[src/rtl/lfc_pkg.sv]
package lfc_pkg;

  localparam int unsigned ID_W      = 11;
  localparam int unsigned LEN_W     = 4;
  localparam int unsigned DATA_W    = 64;
  localparam int unsigned LUX_W     = 24;
  localparam int unsigned TIMEOUT_W = 16;
  localparam int unsigned AGE_W     = 17;
  localparam int unsigned SUM_W     = 11;
  localparam int unsigned CHK_W     = 16;
  localparam int unsigned ADDR_W    = 3;
  localparam int unsigned PDATA_W   = 32;

  localparam logic [LEN_W-1:0]     GOOD_LENGTH     = 4'd8;
  localparam logic [7:0]           GOOD_STATUS     = 8'h00;
  localparam logic [LUX_W-1:0]     HIGH_LUX_AT     = 24'd200000;
  localparam logic [AGE_W-1:0]     AGE_MAX         = 17'h1FFFF;
  localparam logic [TIMEOUT_W-1:0] TIMEOUT_RESET   = 16'd1000;

  typedef enum logic [2:0] {
    OUT_TICK     = 3'd0,
    OUT_ACCEPTED = 3'd1,
    OUT_WRONG_ID = 3'd2,
    OUT_BAD_LEN  = 3'd3,
    OUT_STATUS   = 3'd4,
    OUT_CHECKSUM = 3'd5
  } outcome_t;

  typedef enum logic {
    REG_FRAME_ID      = 1'b0,
    REG_STALE_TIMEOUT = 1'b1
  } reg_idx_t;

  typedef enum logic {
    ACT_TICK  = 1'b0,
    ACT_FRAME = 1'b1
  } action_t;

  typedef struct packed {
    logic [ID_W-1:0]      frame_id;
    logic [TIMEOUT_W-1:0] stale_timeout;
  } cfg_t;

  typedef struct packed {
    action_t             action;
    logic [ID_W-1:0]     rx_id;
    logic [LEN_W-1:0]    rx_length;
    logic [DATA_W-1:0]   rx_data;
  } item_t;

  typedef struct packed {
    logic            lux_valid;
    logic [LUX_W-1:0] lux;
    outcome_t        outcome;
    logic            stale;
    logic            high_lux;
  } result_t;

endpackage

[src/rtl/lfc_cfg_regs.sv]
module lfc_cfg_regs import lfc_pkg::*; (
  input  logic               clk,
  input  logic               rst_n,
  input  logic               psel,
  input  logic               penable,
  input  logic               pwrite,
  input  logic [ADDR_W-1:0]  paddr,
  input  logic [PDATA_W-1:0] pwdata,
  output logic [PDATA_W-1:0] prdata,
  output logic               pready,
  output cfg_t               cfg
);

  logic [ID_W-1:0]      frame_id_r, frame_id_nxt;
  logic [TIMEOUT_W-1:0] timeout_r, timeout_nxt;
  logic                 wr_en;
  reg_idx_t             idx;

  assign pready = 1'b1;
  assign wr_en  = psel && penable && pwrite;
  // word address, byte offset ignored
  assign idx    = reg_idx_t'(paddr[2]);

  always_comb begin
    frame_id_nxt = frame_id_r;
    timeout_nxt  = timeout_r;
    if (wr_en) begin
      unique case (idx)
        REG_FRAME_ID:      frame_id_nxt = pwdata[ID_W-1:0];
        REG_STALE_TIMEOUT: timeout_nxt  = pwdata[TIMEOUT_W-1:0];
        default:           ;
      endcase
    end
  end

  always_comb begin
    unique case (idx)
      REG_FRAME_ID:      prdata = {{(PDATA_W-ID_W){1'b0}}, frame_id_r};
      REG_STALE_TIMEOUT: prdata = {{(PDATA_W-TIMEOUT_W){1'b0}}, timeout_r};
      default:           prdata = '0;
    endcase
  end

  always_ff @(posedge clk) begin
    if (!rst_n) begin
      frame_id_r <= '0;
      timeout_r  <= TIMEOUT_RESET;
    end else begin
      frame_id_r <= frame_id_nxt;
      timeout_r  <= timeout_nxt;
    end
  end

  assign cfg.frame_id      = frame_id_r;
  assign cfg.stale_timeout = timeout_r;

endmodule

[src/rtl/lfc_eval.sv]
module lfc_eval import lfc_pkg::*; (
  input  logic    clk,
  input  logic    rst_n,
  input  cfg_t    cfg,
  input  item_t   item,
  input  logic    take,
  output result_t res
);

  logic [LUX_W-1:0] held_lux_r, held_lux_nxt;
  logic             have_r, have_nxt;
  logic [AGE_W-1:0] age_r, age_nxt;

  logic [SUM_W-1:0] sum;
  logic [CHK_W-1:0] check;
  logic [LUX_W-1:0] new_lux;
  logic [7:0]       status;
  outcome_t         outcome;
  logic             suppress;
  logic             lux_valid;

  assign sum = {3'b0, item.rx_data[7:0]}   + {3'b0, item.rx_data[15:8]}
             + {3'b0, item.rx_data[23:16]} + {3'b0, item.rx_data[31:24]}
             + {3'b0, item.rx_data[39:32]} + {3'b0, item.rx_data[47:40]};
  assign check   = item.rx_data[63:48];
  assign new_lux = item.rx_data[23:0];
  assign status  = item.rx_data[31:24];

  always_comb begin
    suppress = 1'b0;
    priority if (item.action == ACT_TICK) begin
      outcome = OUT_TICK;
    end else if (item.rx_id != cfg.frame_id) begin
      outcome = OUT_WRONG_ID;
    end else if (item.rx_length != GOOD_LENGTH) begin
      outcome = OUT_BAD_LEN;
    end else if (status != GOOD_STATUS) begin
      outcome  = OUT_STATUS;
      suppress = 1'b1;
    end else if ({{(CHK_W-SUM_W){1'b0}}, sum} != check) begin
      outcome = OUT_CHECKSUM;
    end else begin
      outcome = OUT_ACCEPTED;
    end
  end

  always_comb begin
    held_lux_nxt = held_lux_r;
    have_nxt     = have_r;
    age_nxt      = age_r;
    if (outcome == OUT_ACCEPTED) begin
      held_lux_nxt = new_lux;
      have_nxt     = 1'b1;
      age_nxt      = '0;
    end else if (outcome == OUT_TICK && age_r != AGE_MAX) begin
      age_nxt = age_r + 1'b1;
    end
  end

  assign lux_valid     = have_nxt && !suppress;
  assign res.lux_valid = lux_valid;
  assign res.lux       = lux_valid ? held_lux_nxt : '0;
  assign res.outcome   = outcome;
  assign res.stale     = age_nxt > {1'b0, cfg.stale_timeout};
  assign res.high_lux  = (outcome == OUT_ACCEPTED) && (new_lux > HIGH_LUX_AT);

  always_ff @(posedge clk) begin
    if (!rst_n) begin
      held_lux_r <= '0;
      have_r     <= 1'b0;
      age_r      <= '0;
    end else if (take) begin
      held_lux_r <= held_lux_nxt;
      have_r     <= have_nxt;
      age_r      <= age_nxt;
    end
  end

endmodule

[src/rtl/can_light_frame_checker_core.sv]
// Light sensor CAN frame checker. Each request is either a one-millisecond tick
// (in_action = 0) or a received frame (in_action = 1), and gives exactly one
// result in request order. A frame is accepted when its identifier matches
// frame_id, its length code is 8, status byte 3 is zero and the 11-bit sum of
// bytes 0..5 equals the little-endian checksum in bytes 6..7; its 24-bit lux
// (bytes 0..2) is then held and the millisecond age is cleared. A status error
// reports no lux. One request is taken every cycle unless the output stalls;
// the request register feeds the id/length/status compares and the six-byte
// checksum adder, and the outcome is captured in the result register. Registers:
// frame_id at byte address 0, stale_timeout at byte address 4 (reset 1000);
// write them only while no request is in flight.
module can_light_frame_checker_core import lfc_pkg::*; (
  input  logic               clk,
  input  logic               rst_n,
  input  logic               in_valid,
  output logic               in_stall,
  input  logic               in_action,
  input  logic [ID_W-1:0]    in_rx_id,
  input  logic [LEN_W-1:0]   in_rx_length,
  input  logic [DATA_W-1:0]  in_rx_data,
  output logic               out_valid,
  input  logic               out_stall,
  output logic               out_lux_valid,
  output logic [LUX_W-1:0]   out_lux,
  output logic [2:0]         out_outcome,
  output logic               out_stale,
  output logic               out_high_lux,
  input  logic               psel,
  input  logic               penable,
  input  logic               pwrite,
  input  logic [ADDR_W-1:0]  paddr,
  input  logic [PDATA_W-1:0] pwdata,
  output logic [PDATA_W-1:0] prdata,
  output logic               pready
);

  cfg_t    cfg;
  item_t   item_r;
  logic    req_valid_r, req_valid_nxt;
  result_t res, res_r;
  logic    res_valid_r, res_valid_nxt;
  logic    in_take, adv;

  lfc_cfg_regs u_cfg (
    .clk     (clk),
    .rst_n   (rst_n),
    .psel    (psel),
    .penable (penable),
    .pwrite  (pwrite),
    .paddr   (paddr),
    .pwdata  (pwdata),
    .prdata  (prdata),
    .pready  (pready),
    .cfg     (cfg)
  );

  lfc_eval u_eval (
    .clk   (clk),
    .rst_n (rst_n),
    .cfg   (cfg),
    .item  (item_r),
    .take  (adv),
    .res   (res)
  );

  // request moves on when the result register is free or being emptied
  assign adv      = req_valid_r && (!res_valid_r || !out_stall);
  assign in_stall = req_valid_r && !adv;
  assign in_take  = in_valid && !in_stall;

  always_comb begin
    req_valid_nxt = req_valid_r;
    if (in_take) begin
      req_valid_nxt = 1'b1;
    end else if (adv) begin
      req_valid_nxt = 1'b0;
    end
  end

  always_comb begin
    res_valid_nxt = res_valid_r;
    if (adv) begin
      res_valid_nxt = 1'b1;
    end else if (!out_stall) begin
      res_valid_nxt = 1'b0;
    end
  end

  always_ff @(posedge clk) begin
    if (!rst_n) begin
      req_valid_r <= 1'b0;
      res_valid_r <= 1'b0;
    end else begin
      req_valid_r <= req_valid_nxt;
      res_valid_r <= res_valid_nxt;
    end
  end

  always_ff @(posedge clk) begin
    if (in_take) begin
      item_r.action    <= action_t'(in_action);
      item_r.rx_id     <= in_rx_id;
      item_r.rx_length <= in_rx_length;
      item_r.rx_data   <= in_rx_data;
    end
    if (adv) begin
      res_r <= res;
    end
  end

  assign out_valid     = res_valid_r;
  assign out_lux_valid = res_r.lux_valid;
  assign out_lux       = res_r.lux;
  assign out_outcome   = res_r.outcome;
  assign out_stale     = res_r.stale;
  assign out_high_lux  = res_r.high_lux;

endmodule

[config.mk]
export PLATFORM = sky130hd
export DESIGN_NAME = can_light_frame_checker_core
export DESIGN_NICKNAME = d
export VERILOG_FILES = /design/src/rtl/lfc_pkg.sv /design/src/rtl/lfc_cfg_regs.sv /design/src/rtl/lfc_eval.sv /design/src/rtl/can_light_frame_checker_core.sv
export SDC_FILE = /design/constraint.sdc
export NUM_CORES = 1
export LEC_CHECK = 0
export ABC_AREA = 1
export BUFFER_PORTS_ARGS = -buffer_cell sky130_fd_sc_hd__buf_2
export CAP_MARGIN = 40
export CORE_ASPECT_RATIO = 1.75
export CORE_MARGIN = 2
export CORE_UTILIZATION = 56
export DETAILED_ROUTE_END_ITERATION = 6
export GPL_TIMING_DRIVEN = 0
export PLACE_DENSITY = 0.85
export SYNTH_ARGS = -nofsm -noshare
export SYNTH_HDL_FRONTEND = slang
export SYNTH_SLANG_ARGS = --single-unit
[constraint.sdc]
create_clock -name clk -period 7.08 [get_ports clk]
set_input_delay 0.354 -clock clk [delete_from_list [all_inputs] [get_ports clk]]
set_output_delay 0.354 -clock clk [all_outputs]
set_load 0.02 [all_outputs]
# After elaboration in Yosys (flattened, before gate mapping)
# Index checks and enable logic that the tools add are counted.
dict set report op_classes {
  muxes 18
  bitwise 1
  n_reduce_logical 19
  addsub 6
  n_lt_le_gt_ge 2
  n_eq_ne 6
}
# operator count
set op_table {}
lappend op_table {{32-bit one-hot mux with 2 select lines} 1}
lappend op_table {{11-bit by 8-bit adder with 11-bit output} 4}
lappend op_table {{17-bit two-way mux} 2}
lappend op_table {{24-bit by 18-bit > comparator with 1-bit output, second input constant} 1}
lappend op_table {{24-bit two-way mux} 1}
lappend op_table {{17-bit by 1-bit adder with 17-bit output, second input constant} 1}
lappend op_table {{17-bit by 16-bit > comparator with 1-bit output} 1}
lappend op_table {{17-bit inequality test, second input constant} 1}
lappend op_table {{11-bit by 16-bit inequality test with 1-bit output} 1}
lappend op_table {{3-bit two-way mux} 5}
lappend op_table {{11-bit inequality test} 1}
lappend op_table {{8-bit by 8-bit adder with 9-bit output} 1}
lappend op_table {{1-bit two-way mux} 9}
lappend op_table {{1-bit logical AND} 8}
lappend op_table {{8-bit nonzero test} 1}
lappend op_table {{1-bit logical NOT} 5}
lappend op_table {{4-bit inequality test, second input constant} 1}
lappend op_table {{2-bit AND reduction} 2}
lappend op_table {{3-bit by 1-bit == test with 1-bit output, second input constant} 1}
lappend op_table {{3-bit logical NOT} 1}
lappend op_table {{2-bit by 1-bit inequality test with 1-bit output, second input constant} 1}
lappend op_table {{2-bit nonzero test} 1}
lappend op_table {{1-bit logical OR} 1}
lappend op_table {{1-bit NOT} 1}
dict set report totals {
  wordCells 68
  inputBits 122
  out_inout_bits 65
  register_bits 181
}

# Longest topological paths before layout
dict set report logic_depth {
  word_depth 16
  mapped_depth 40
  depth_no_buf 39
}

# Hierarchy
# A second synthesis with hierarchy kept.
dict set report hier_totals {
  hier_cells 1093
  hier_area_um2 9470.3
}
# module cells_each n_inst area_per_inst_um2 seq_area_each_um2
set by_module_without_submodules {}
lappend by_module_without_submodules {lfc_eval 743 1 4621.9 840.8}
lappend by_module_without_submodules {can_light_frame_checker_core 123 1 3398.3 3343.2}
lappend by_module_without_submodules {lfc_cfg_regs 227 1 1450.1 540.5}

# Worst setup path before layout
# No wires, ideal clock.
dict set report synth_path {
  kind {reg2reg}
  from {register item_r[8] (netlist bit)}
  to {register res_r, in the netlist out_stale (data pin)}
  stages_incl_launch_ff 35
  setup_time_ns 0.253
  period_less_slack_ns 5.848
  path_buffers 1
  slack_ns 1.232
  required_ns 6.827
  arrival_time_ns 5.594
  path_cell_list {edfxtp_1 ha_1 inv_1 fa_1 o21ai_0 a21oi_1 o21ai_0 xnor2_1 fa_1 inv_1 fa_1 fa_1 ha_1 a21oi_1 o21a_1 nand2_1 nand2_1 nand3_1 nor2_1 nand3_4 buf_2 nand3_1 inv_1 ha_1 a21o_1 o21ai_0 nand4_1 nand2_1 nand2_1 nand2_1 nand2_1 nand2_1 nand2_1 nand2_1 nand2_1}
}
# element line
set synth_rtl {}
lappend synth_rtl {{start: declaration} can_light_frame_checker_core.sv:38} ;# item_t item_r;
lappend synth_rtl {{end signal: assignment} can_light_frame_checker_core.sv:107} ;# res_r <= res;
lappend synth_rtl {{end: declaration} can_light_frame_checker_core.sv:40} ;# result_t res, res_r;

==> impl_results.md <==
- Status: finished, final reports clean
- Clock Power Share: 0.301
- Setup CP Type: reg2reg
- Slowest CP cell: edfxtp_1
- Cts hold-fix bufs: 0
- Clock Sinks: approximately 180
- Wire length reported by the detailed router: around 22 mm
- Die area: 0.0180 mm²
- Sw Ratio: 0.334
- Relative slew slack: 0.628
- Sequential Power Share: 0.401
- Synth Flop Type: edfxtp_1
- Nets: 1444
- Switching pwr: 1.00 mW
- CP top delay family: adder cells
- Multi-input logic area: approximately 0.0038 mm²
- H-tree depth: 4
- Hold Crit Start: in_rx_id[5]
- Via count: between 7000 and 8000
- Most frequent cells in the layout: 197 x nand2_1, 176 x inv_1, 156 x buf_2
- Peak supply drop: between 0.15 and 0.2 mV
- Int Pwr: 1.99 mW
- Fin Clk Skew: 0.0145 ns
- Worst Path Max Fanout: 10
- Core box area: about 0.017 mm²
- Mapped cell area: between 0.009 and 0.01 mm²
- Postcts setup bufs: 0
- CTS root buffer: clkbuf_16
- Post-cts repair resize count: 0
- P_leak: 5.42 nW
- Commonest non-fill, non-tap cell in the layout: nand2_1
- Least-Margin Pin Slew: 0.558 ns
- DR top layer: met5
- Setup TNS: 0 ns
- Fin. max-slew vios: 0
- Count of cell types in the netlist: 41
- GRT Util Overall: 0.255
- Met3 wire length: 1.11 mm
- Number of port buffers: 150
- CTS Buffer Depth: 2
- CP Capture Type: register
- Worst setup path startpoint: item_r[10]
- Final Critical Period: 6.55 ns
- Unrepaired setup endpoints after global routing: false
- Initial Utilization: 0.573
- Iter 0 DRT Violations: 331
- Layout cells sized above 1: 0.181
- Clk_lat worst skew: around 0.44 ns
- Worst Path Buf+Inv: 3
- CTS buffer count: 17
- Remaining Overflow, GRT: 0
- EDFF count, synth: 110
- Max_cap viols: 0
- Die height: 176 µm
- # IOs: 187
- DR pass1 iterations: 5
- Crit path launch type: register
- Final Hold Fails: 0
- Routed Antenna Nets: 0
- Largest net degree at the start of global routing: 60
- Register area share after synthesis: 0.499
- FF/Latch Area: 0.00472 mm²
- Slowest cell delay on critical path: 0.49 ns
- Cell taking the most area after synthesis: edfxtp_1
- Critical Path AT: a little under 7 ns
- Placement Rows: 62
- Syn_area_per_cell: 8.83 µm²
- Post-Route M1 WL: 7.77 mm
- WL met2: 12.2 mm
- Pwr Density: 268 mW/mm²
- WHS: 0.0837 ns
- Yosys warns: 0
- Mapped Cells: 1072
- DRC: 0
- Top-area cell type share of the netlist area: 0.349
- GPL Wtd Cong: a little over 0.9
- Dpl hpwl: approximately 17 mm
- R2r startpoint: item_r[10]
- Min-Delay Path Class: in2reg
- Final setup vio count: 0
- Post-DR vias/cell: around 5.1
- Reg clk slew, reported paths: 0.08 ns
- Async SR Flop Fraction: 0
- Clock tree from TritonCTS: yes
- Synth Register Bits: approximately 180
- Antenna cell count: 0
- P&R area growth vs syn: 17.9%
- Final worst-path cycle share: 0.924
- Comb pwr share: 0.298
- Wire per inst: between 10 and 15 µm
- First-pass GRT wire length: 35.1 mm
- Initial antenna violation count: 1
- Fillers: 1325
- Die width: 102 µm
- Most used cell, CP: nand2_1
- Top cells by area, synth: edfxtp_1 35%, dfxtp_1 15%, nand2_1 7.8%
- Max Clk Rate: 153 MHz
- Data required, critical path: roughly 7.3 ns
- Vias in the first global route: 7620
-- flip-flops by register name (all words and copies together), names as in the netlist --
name               flops
item_r                80
out_high_lux           1
out_lux               24
out_lux_valid          1
out_outcome            3
out_stale              1
out_valid              1
req_valid_r            1
u_cfg.frame_id_r      11
u_cfg.timeout_r       16
u_eval.age_r          17
u_eval.have_r          1
u_eval.held_lux_r     24
-- per-layer routing --
metal | up-vias | global-route usage
li1 | 3787 | -
met1 | 3522 | 0.263
met2 | 274 | 0.473
met3 | 72 | 0.0416
met4 | 2 | 0.148
met5 | - | 0
-- cells by family after synthesis --
kind of cell / Yosys count / share of synthesized area
AO/OA/AOI/OAI: 150 / 0.0822
flip-flops: 181 / 0.499
other: 2 / 0.000793
AND/OR/NAND/NOR: 425 / 0.193
adder cells (fa/ha/maj): 64 / 0.104
XOR/XNOR: 21 / 0.0194
buffers and inverters: 229 / 0.102
-- path summary, 6_finish.rpt --
kind / depth (start not counted) / endpoint / slack, ns
max: 38 / out_stale / 0.53
min: 1 / item_r[73] / 0.08
max reg2reg: 38 / out_stale / 0.53
min reg2reg: 2 / u_eval.have_r / 0.47
-- power by group through the flow --
stage	clock [mW]	combinational, mW	sequential (mW)
global route	0.949	1.01	1.21
finish	0.901	0.891	1.20
detailed placement	0	0.883	1.22
global placement	0	0.850	1.23
floorplan	0	0.678	1.22
CTS	0.910	0.893	1.20
-- synth_stat cells, types with 2 or more instances --
master      n
nand4_1    13
nand3b_1    4
dfxtp_1    71
nor2_1    132
edfxtp_1  110
inv_2       4
o21ai_0    61
xor2_1     11
buf_4      17
o21ai_1    21
nand3_1    48
a21oi_1    58
nor2_4      2
or2_1       2
fa_1       25
nor3_1      8
xnor2_1    10
or2_2       4
o21bai_1    2
conb_1      2
a21o_1      3
inv_1     177
buf_6       4
nor4_1      5
nand2_1   197
nand3_4     2
nand4_2     2
ha_1       39
clkbuf_1   20
nor2_2      2
buf_2       6
-- worst reg2reg max path, delay by kind of cell (launching register included) --
family	cells	cell delay (ns)
fa+ha+maj	6	2.44
buf+inv	3	0.41
xor+xnor	1	0.28
simple gates	21	1.83
flops	1	0.49
compound gates	7	0.88
-- through the flow --
stage	worst slack, ns	utilization	total power [mW]	cells	cell area [µm²]
floorplan	1.23	-	1.90	1087	9520
global placement	0.520	0.639	2.08	1461	10600
detailed placement	0.452	0.642	2.11	1463	10600
CTS	0.454	0.675	3.00	1495	11200
global route	0.0525	0.675	3.17	1495	11200
finish	0.535	0.675	2.99	1495	11200
-- final cells by class --
type	instances	share of cell area
Tap cell	224	0.0251
Multi-Input combinational cell	677	0.344
Timing Repair Buffer	152	0.0715
Buffer	47	0.0250
Sequential cell	181	0.423
Inverter	182	0.0615
Clock inverter	11	0.00807
Clock buffer	21	0.0414
Note: power is estimated with default switching activity, not from simulation.
